`src/rtl/idll_pkg.sv`:
```
`timescale 1ns / 1ps
package idll_pkg;

	// Request codes carried on the input tuser
	typedef enum logic [2:0] {
		ACT_INSERT = 3'd0,
		ACT_REMOVE = 3'd1,
		ACT_READ   = 3'd2,
		ACT_WALK   = 3'd3,
		ACT_INDEX  = 3'd4
	} act_t;

	// Completion codes carried on the output tuser
	typedef enum logic [1:0] {
		ST_OK       = 2'd0,
		ST_FULL     = 2'd1,
		ST_SENTINEL = 2'd2
	} status_t;

	localparam int FREE_HEAD = 0;
	localparam int USED_HEAD = 1;
	localparam int WALK_W    = 11;

	localparam logic [63:0] SENTINEL_VALUE = 64'h0000_0000_BEBE_BEBE;

	typedef struct packed {
		logic [2:0]         action;
		logic [9:0]         slot;
		logic signed [31:0] ins_value;
		logic signed [10:0] steps;
		logic [9:0]         list_index;
	} req_t;

	typedef struct packed {
		logic [9:0]         result_slot;
		logic signed [31:0] read_value;
		logic [9:0]         item_count;
		logic [1:0]         status;
	} res_t;

endpackage

```
`src/rtl/idll_ctrl.sv`:
```
`timescale 1ns / 1ps
module idll_ctrl
	import idll_pkg::*;
#(
	parameter int SLOT_COUNT = 1024,
	parameter int DATA_WIDTH = 32
) (
	input  logic                          clk,
	input  logic                          arst_n,
	input  logic                          in_valid,
	output logic                          in_ready,
	input  req_t                          req,
	input  logic                          out_free,
	output logic                          out_valid,
	output res_t                          res,
	output logic                          nxt_we,
	output logic [$clog2(SLOT_COUNT)-1:0] nxt_waddr,
	output logic [$clog2(SLOT_COUNT)-1:0] nxt_wdata,
	output logic [$clog2(SLOT_COUNT)-1:0] nxt_raddr,
	input  logic [$clog2(SLOT_COUNT)-1:0] nxt_rdata,
	output logic                          prv_we,
	output logic [$clog2(SLOT_COUNT)-1:0] prv_waddr,
	output logic [$clog2(SLOT_COUNT)-1:0] prv_wdata,
	output logic [$clog2(SLOT_COUNT)-1:0] prv_raddr,
	input  logic [$clog2(SLOT_COUNT)-1:0] prv_rdata,
	output logic                          val_we,
	output logic [$clog2(SLOT_COUNT)-1:0] val_waddr,
	output logic [DATA_WIDTH-1:0]         val_wdata,
	output logic [$clog2(SLOT_COUNT)-1:0] val_raddr,
	input  logic [DATA_WIDTH-1:0]         val_rdata
);

	localparam int AW = $clog2(SLOT_COUNT);
	localparam int UW = (AW + 1 > WALK_W) ? AW + 1 : WALK_W;

	localparam logic [AW-1:0] FREE_A = AW'(FREE_HEAD);
	localparam logic [AW-1:0] USED_A = AW'(USED_HEAD);
	localparam logic [AW-1:0] LAST_A = AW'(SLOT_COUNT - 1);
	localparam logic [AW-1:0] FULL_A = AW'(SLOT_COUNT - 2);
	localparam logic [AW-1:0] TWO_A  = AW'(2);

	typedef enum logic [18:0] {
		S_INIT  = 19'h00001,
		S_IDLE  = 19'h00002,
		S_RED   = 19'h00004,
		S_DISP  = 19'h00008,
		S_INS1  = 19'h00010,
		S_INS2  = 19'h00020,
		S_INS3  = 19'h00040,
		S_INS4  = 19'h00080,
		S_INS5  = 19'h00100,
		S_RM1   = 19'h00200,
		S_RM2   = 19'h00400,
		S_RM3   = 19'h00800,
		S_RM4   = 19'h01000,
		S_WALK  = 19'h02000,
		S_WSTEP = 19'h04000,
		S_IDX1  = 19'h08000,
		S_VAL   = 19'h10000,
		S_VAL2  = 19'h20000,
		S_DONE  = 19'h40000
	} state_t;

	state_t                  state_q;
	logic [AW-1:0]           init_q;
	logic [2:0]              act_q;
	logic [UW-1:0]           red_q;
	logic signed [31:0]      nv_q;
	logic signed [10:0]      steps_q;
	logic [9:0]              idx_q;
	logic [AW-1:0]           n_q;
	logic [AW-1:0]           before_q;
	logic [AW-1:0]           cur_q;
	logic [WALK_W-1:0]       cnt_q;
	logic                    dir_q;
	logic [AW-1:0]           count_q;
	logic [AW-1:0]           rslot_q;
	logic [DATA_WIDTH-1:0]   rval_q;
	logic [1:0]              status_q;

	logic [AW-1:0]           slot;
	logic [UW-1:0]           alu_a;
	logic [UW-1:0]           alu_b;
	logic                    alu_sub;
	logic [UW:0]             alu_res;
	logic [AW-1:0]           init_next;
	logic [AW-1:0]           init_prev;

	assign slot = red_q[AW-1:0];

	// shared adder: modulo reduction, walk countdown, item count
	assign alu_res = alu_sub ? ({1'b0, alu_a} - {1'b0, alu_b})
	                         : ({1'b0, alu_a} + {1'b0, alu_b});

	always_comb begin
		alu_a   = '0;
		alu_b   = '0;
		alu_sub = 1'b0;
		unique case (state_q)
			S_RED: begin
				alu_a   = red_q;
				alu_b   = UW'(SLOT_COUNT);
				alu_sub = 1'b1;
			end
			S_WALK: begin
				alu_a   = UW'(cnt_q);
				alu_b   = UW'(1);
				alu_sub = 1'b1;
			end
			S_INS5: begin
				alu_a = UW'(count_q);
				alu_b = UW'(1);
			end
			S_RM4: begin
				alu_a   = UW'(count_q);
				alu_b   = UW'(1);
				alu_sub = 1'b1;
			end
			default: begin
			end
		endcase
	end

	// reset image of the free chain and used sentinel
	always_comb begin
		if (init_q == FREE_A) begin
			init_next = TWO_A;
			init_prev = LAST_A;
		end else if (init_q == USED_A) begin
			init_next = USED_A;
			init_prev = USED_A;
		end else begin
			init_next = (init_q == LAST_A) ? FREE_A : init_q + AW'(1);
			init_prev = (init_q == TWO_A) ? FREE_A : init_q - AW'(1);
		end
	end

	// memory port steering
	always_comb begin
		nxt_we    = 1'b0;
		nxt_waddr = '0;
		nxt_wdata = '0;
		nxt_raddr = '0;
		prv_we    = 1'b0;
		prv_waddr = '0;
		prv_wdata = '0;
		prv_raddr = '0;
		val_we    = 1'b0;
		val_waddr = '0;
		val_wdata = '0;
		val_raddr = cur_q;
		unique case (state_q)
			S_INIT: begin
				nxt_we    = 1'b1;
				nxt_waddr = init_q;
				nxt_wdata = init_next;
				prv_we    = 1'b1;
				prv_waddr = init_q;
				prv_wdata = init_prev;
				val_we    = 1'b1;
				val_waddr = init_q;
			end
			S_DISP: begin
				case (act_q)
					ACT_INSERT: nxt_raddr = FREE_A;
					ACT_REMOVE: begin
						nxt_raddr = slot;
						prv_raddr = slot;
					end
					ACT_INDEX:  nxt_raddr = USED_A;
					default: begin
					end
				endcase
			end
			S_INS1: nxt_raddr = nxt_rdata;
			S_INS2: begin
				prv_we    = 1'b1;
				prv_waddr = nxt_rdata;
				prv_wdata = FREE_A;
				nxt_we    = 1'b1;
				nxt_waddr = FREE_A;
				nxt_wdata = nxt_rdata;
			end
			S_INS3: prv_raddr = slot;
			S_INS4: begin
				nxt_we    = 1'b1;
				nxt_waddr = prv_rdata;
				nxt_wdata = n_q;
				prv_we    = 1'b1;
				prv_waddr = slot;
				prv_wdata = n_q;
			end
			S_INS5: begin
				nxt_we    = 1'b1;
				nxt_waddr = n_q;
				nxt_wdata = slot;
				prv_we    = 1'b1;
				prv_waddr = n_q;
				prv_wdata = before_q;
				val_we    = 1'b1;
				val_waddr = n_q;
				val_wdata = DATA_WIDTH'(nv_q);
			end
			S_RM1: begin
				nxt_we    = 1'b1;
				nxt_waddr = prv_rdata;
				nxt_wdata = nxt_rdata;
				prv_we    = 1'b1;
				prv_waddr = nxt_rdata;
				prv_wdata = prv_rdata;
			end
			S_RM2: prv_raddr = FREE_A;
			S_RM3: begin
				prv_we    = 1'b1;
				prv_waddr = slot;
				prv_wdata = prv_rdata;
				nxt_we    = 1'b1;
				nxt_waddr = slot;
				nxt_wdata = FREE_A;
			end
			S_RM4: begin
				nxt_we    = 1'b1;
				nxt_waddr = before_q;
				nxt_wdata = slot;
				prv_we    = 1'b1;
				prv_waddr = FREE_A;
				prv_wdata = slot;
			end
			S_WALK: begin
				nxt_raddr = cur_q;
				prv_raddr = cur_q;
			end
			default: begin
			end
		endcase
	end

	assign in_ready  = (state_q == S_IDLE);
	assign out_valid = (state_q == S_DONE) && out_free;

	assign res.result_slot = 10'(rslot_q);
	assign res.read_value  = 32'(rval_q);
	assign res.item_count  = 10'(count_q);
	assign res.status      = status_q;

	always_ff @(posedge clk or negedge arst_n) begin
		if (!arst_n) begin
			state_q <= S_INIT;
			init_q  <= '0;
			count_q <= '0;
		end else begin
			unique case (state_q)
				S_INIT: begin
					init_q <= init_q + AW'(1);
					if (init_q == LAST_A) begin
						state_q <= S_IDLE;
					end
				end
				S_IDLE: begin
					if (in_valid) begin
						state_q <= S_RED;
					end
				end
				S_RED: begin
					if (alu_res[UW]) begin
						state_q <= S_DISP;
					end
				end
				S_DISP: begin
					case (act_q)
						ACT_INSERT: state_q <= S_INS1;
						ACT_REMOVE: state_q <= (slot < TWO_A) ? S_DONE : S_RM1;
						ACT_READ:   state_q <= S_VAL;
						ACT_WALK:   state_q <= S_WALK;
						ACT_INDEX:  state_q <= S_IDX1;
						default:    state_q <= S_DONE;
					endcase
				end
				S_INS1: begin
					if (nxt_rdata < TWO_A || count_q >= FULL_A) begin
						state_q <= S_DONE;
					end else begin
						state_q <= S_INS2;
					end
				end
				S_INS2: state_q <= S_INS3;
				S_INS3: state_q <= S_INS4;
				S_INS4: state_q <= S_INS5;
				S_INS5: begin
					count_q <= alu_res[AW-1:0];
					state_q <= S_DONE;
				end
				S_RM1: state_q <= S_RM2;
				S_RM2: state_q <= S_RM3;
				S_RM3: state_q <= S_RM4;
				S_RM4: begin
					if (count_q != '0) begin
						count_q <= alu_res[AW-1:0];
					end
					state_q <= S_DONE;
				end
				S_WALK:  state_q <= (cnt_q == '0) ? S_VAL : S_WSTEP;
				S_WSTEP: state_q <= S_WALK;
				S_IDX1:  state_q <= S_WALK;
				S_VAL:   state_q <= S_VAL2;
				S_VAL2:  state_q <= S_DONE;
				S_DONE: begin
					if (out_free) begin
						state_q <= S_IDLE;
					end
				end
				default: state_q <= S_INIT;
			endcase
		end
	end

	// datapath registers
	always_ff @(posedge clk) begin
		unique case (state_q)
			S_IDLE: begin
				act_q   <= req.action;
				red_q   <= UW'(req.slot);
				nv_q    <= req.ins_value;
				steps_q <= req.steps;
				idx_q   <= req.list_index;
			end
			S_RED: begin
				if (!alu_res[UW]) begin
					red_q <= alu_res[UW-1:0];
				end
			end
			S_DISP: begin
				rslot_q  <= '0;
				rval_q   <= '0;
				status_q <= ST_OK;
				cur_q    <= slot;
				dir_q    <= steps_q[10];
				cnt_q    <= steps_q[10] ? WALK_W'(-steps_q) : WALK_W'(steps_q);
				if (act_q == ACT_REMOVE && slot < TWO_A) begin
					status_q <= ST_SENTINEL;
				end
			end
			S_INS1: begin
				n_q <= nxt_rdata;
				if (nxt_rdata < TWO_A || count_q >= FULL_A) begin
					status_q <= ST_FULL;
				end
			end
			S_INS4: before_q <= prv_rdata;
			S_INS5: rslot_q <= n_q;
			S_RM1:  before_q <= before_q;
			S_RM3:  before_q <= prv_rdata;
			S_WALK: begin
				if (cnt_q != '0) begin
					cnt_q <= alu_res[WALK_W-1:0];
				end
			end
			S_WSTEP: cur_q <= dir_q ? prv_rdata : nxt_rdata;
			S_IDX1: begin
				cur_q <= nxt_rdata;
				cnt_q <= WALK_W'(idx_q);
				dir_q <= 1'b0;
			end
			S_VAL: rslot_q <= cur_q;
			S_VAL2: begin
				rval_q <= (cur_q < TWO_A) ? DATA_WIDTH'(SENTINEL_VALUE) : val_rdata;
			end
			default: begin
			end
		endcase
	end

endmodule

```
`config.mk`:
```
export PLATFORM = sky130hd
export DESIGN_NAME = idll_ctrl
export DESIGN_NICKNAME = d
export VERILOG_FILES = /design/src/rtl/idll_pkg.sv /design/src/rtl/idll_ctrl.sv
export SDC_FILE = /design/constraint.sdc
export NUM_CORES = 1
export LEC_CHECK = 0
export ABC_AREA = 1
export BUFFER_PORTS_ARGS = -buffer_cell sky130_fd_sc_hd__buf_2
export CAP_MARGIN = 20
export CORE_MARGIN = 2
export CORE_UTILIZATION = 55
export CTS_BUF_LIST = sky130_fd_sc_hd__clkbuf_8 sky130_fd_sc_hd__clkbuf_16
export CTS_CLUSTER_SIZE = 30
export DETAILED_ROUTE_END_ITERATION = 10
export PLACE_DENSITY = 0.83
export SLEW_MARGIN = 20
export SYNTH_ARGS = -nofsm -noshare
export SYNTH_HDL_FRONTEND = slang
export SYNTH_SLANG_ARGS = --single-unit
export TNS_END_PERCENT = 100
```
`constraint.sdc`:
```
create_clock -name clk -period 9.6 [get_ports clk]
set_input_delay 0.96 -clock clk [delete_from_list [all_inputs] [get_ports clk]]
set_output_delay 0.96 -clock clk [all_outputs]
set_load 0.05 [all_outputs]
```
==> results by group <==
Setup path
  – CP Cell Sequence: nor2_1 -> nand2_2 -> nor2_4 -> nand3_2 -> nand2_1 -> inv_2 -> o221ai_1 -> buf_2
  – CP endpoint: prv_waddr[2]
  – Max stage delay on crit path: 0.70 ns
  – WS Path Type: register to output pin
  – CP startpoint kind: register
  – Critical Path Fanout Max: 14
  – Crit path capture type: output pin
  – Reg-to-reg endpoint: red_q[1]$_DFFE_PP_
  – Crit path DAT: 3.56 ns
  – CP Launch Point: state_q[4]$_DFFE_PN0P_
  – R2R cell count: 16
  – Reg2Reg Setup Slack: 5.11 ns
  – Worst R2R Start: state_q[4]$_DFFE_PN0P_
  – Worst EP required: 8.64 ns
  – Slowest CP cell: nand2_1

Route
  – Initial DRC Count: 1,200
  – Wire length per cell: 20.0 um
  – Antenna Nets Post-Route: 0
  – DRT Pass-1 Iters: 9
  – Via Count: 10.2k
  – # DRC: 0
  – Detailed Route WL: 34.8 mm
  – Mean number of vias per cell: 5.85

STA
  – Final setup vio count: 0
  – Final Hold Fails: 0
  – Unrepaired setup endpoints after global routing: no
  – Relative slew margins: 33.9%
  – Final Skew: 0.0130 ns
  – Max Fclk: 221 MHz
  – Post-route setup TNS: 0 ns
  – Post-route worst setup slack: 5.08 ns
  – Max Slew Vio Count: 0
  – Hold_ws: 0.492 ns
  – Min cycle time layout: 4.52 ns
  – Final period utilization: 47.0%
  – Worst slew pin tran: 0.992 ns

Synthesis
  – Sequential area share after synthesis: 52.4%
  – Syn Std Cell Area: 10,600 um2
  – Post-synth EDFFs: 153
  – Synth area leaders: edfxtp_1, dfrtp_1, nand2_1, inv_1, nor2_1
  – Mean Syn Cell Area: 8.93 um2
  – Main synth FF type: edfxtp_1
  – Synth top area share: 43.3%
  – Warnings, synthesis: 0
  – Mapped Cells: 1,189
  – Mapped Nets: 1,329
  – Synthesized flop and latch total: 192
  – Cell variety after synth: 45
  – FFs w/ async S/R, synth: 20.3%
  – Cell taking the most area after synthesis: edfxtp_1

Final layout
  – Final nets: 1,607
  – Ant. Diodes: 0
  – Most frequent cells in the layout: buf_2, nand2_1, inv_1, edfxtp_1, nor2_1
  – Fraction of layout cells with a size suffix above 1: 25.7%
  – Post-route cell area: 12,900 um2
  – P&R area growth vs syn: 21.2%
  – Filler cells: 1,528
  – Commonest non-fill, non-tap cell in the layout: buf_2
  – Post-route insts no fill: 1,740
  – Final core occ: 68.4%

Clocking
  – CTS H-tree depth: 4
  – CTS Sinks: 192
  – Post-cts sizing count: 0
  – CTS Buffer Depth: 2
  – Num CTS Buffers: 17
  – Post-CTS setup buffers: 0
  – CTS tree: built
  – Clock Latency Late Sink: 0.45 ns
  – CTS root buf: clkbuf_16
  – Hold_buf cts: 0
  – Worst-path clk slew: 0.07 ns

Power and ir drop
  – Seq pwr share: 53.4%
  – Sw Ratio: 22.9%
  – Clock network power share: 44.0%
  – Total power: 1.67 mW
  – Power density over cell area: 130 nW/um2
  – Part of the power in combinational logic: 2.6%
  – VDD IR-drop max: 136 uV
  – Pleak: 6.13 nW
  – Int Power: 1.29 mW
  – Sw power: 0.382 mW

Global routing
  – Antenna violations before repair: 1
  – Largest net degree at the start of global routing: 59
  – All-Layer GR Usage: 33.2%
  – Overflow after GRT: 0
  – Vias in the first global route: 9,343
  – First-pass GRT wire length: 50.8 mm

Floorplanning
  – Starting density of the core: 56.4%
  – Die height: 143 um
  – Total die area: 20,400 um2
  – Ports: 293
  – Row count: 50
  – Die Wd: 143 um
  – Core ar.: 18,800 um2

Placement
  – Placed cell areas: 12,300 um2
  – Worst slack, placed: 5.19 ns
  – Final HPWL DP: 26.4 mm
  – IO buf count: 292
  – GPL Wtd Cong: 1.08
  – Cell Count Post-Placement: 1,708

Worst hold path
  – Hold Path Class: register to register

Outcome
  – Outcome: complete, no violations

Flow run
  – Max-Cap Viols: 0
==> sequential cells by signal, indices dropped and copies added (netlist names), 3 cells and up <==
name / flops
red_q: 11
rval_q: 32
act_q: 3
state_q: 19
before_q: 10
idx_q: 10
rslot_q: 10
val_raddr: 10
init_q: 10
cnt_q: 11
count_q: 10
steps_q: 11
n_q: 10
nv_q: 32
==> synthesized netlist by cell type (4+ instances only) <==
cell	number
o21ai_1	20
inv_2	12
nand3b_1	4
nand2_1	229
o2111ai_1	13
inv_1	209
nand2_2	8
a21oi_1	51
nand4_1	14
edfxtp_1	153
nand3_1	49
nor3_1	21
clkbuf_1	12
xnor2_1	7
nor2_1	111
o211ai_1	20
a22oi_1	10
nand3_2	7
dfrtp_1	38
xor2_1	13
ha_1	17
nor2_2	4
o21ai_0	49
buf_1	4
o221ai_1	38
nor4_1	5
buf_2	17
o22ai_1	19
o22ai_2	10
==> per-layer routing <==
| metal | wire length, um | track usage, % | part of all wire [%] |
|---|---|---|---|
| met5 | 18 | 0 | 0.052 |
| met4 | 1990 | 18.4 | 5.7 |
| met1 | 12400 | 41.6 | 36 |
| met2 | 16100 | 52.3 | 46 |
| met3 | 4300 | 8.92 | 12 |
==> kinds of logic after synthesis <==
family / Yosys count / share of synthesized area, %
AOI/OAI and AO/OA: 237 / 14.8
xor gates and xnor gates: 20 / 1.65
adders and majority gates: 18 / 2.19
buffers and inverters: 259 / 9.63
DFF: 192 / 52.5
and+or+nand+nor: 463 / 19.3
==> critical path: cells and delay by family, from the launching register on <==
kind | cells | cell delay [ns]
DFF | 1 | 0.39
AOI/OAI and AO/OA | 1 | 0.31
buffers and inverters | 2 | 0.58
and+or+nand+nor | 5 | 1.82
==> how the worst min path moves through the flow <==
stage	startpoint	end	depth (start not counted)
floorplan	act_q[0]$_DFFE_PP_	state_q[16]$_DFFE_PN0P_	1
global placement	act_q[0]$_DFFE_PP_	state_q[16]$_DFFE_PN0P_	1
detailed placement	act_q[0]$_DFFE_PP_	state_q[16]$_DFFE_PN0P_	1
CTS	act_q[0]$_DFFE_PP_	state_q[16]$_DFFE_PN0P_	1
global route	act_q[0]$_DFFE_PP_	state_q[16]$_DFFE_PN0P_	1
finish	act_q[0]$_DFFE_PP_	state_q[16]$_DFFE_PN0P_	1
==> power by group through the flow <==
stage	Combinational, mW	Sequential (mW)	Clock, mW
3_5_place_dp	0.0423	0.911	0
2_1_floorplan	0.00685	0.911	0
3_3_place_gp	0.0414	0.911	0
5_1_grt	0.0467	0.893	0.765
4_1_cts	0.0427	0.893	0.733
6_report	0.0431	0.893	0.735
==> cell type report <==
class / count / area [um2] / area share, %
Sequential cell: 192 / 5570 / 43.3
Multi-Input combinational cell: 738 / 4030 / 31.3
Timing Repair Buffer: 297 / 1500 / 11.6
Inverter: 221 / 830 / 6.44
Clock buffer: 17 / 425 / 3.30
Tap cell: 260 / 325 / 2.53
Clock inverter: 15 / 189 / 1.47
Note: power is estimated with default switching activity, not from simulation.
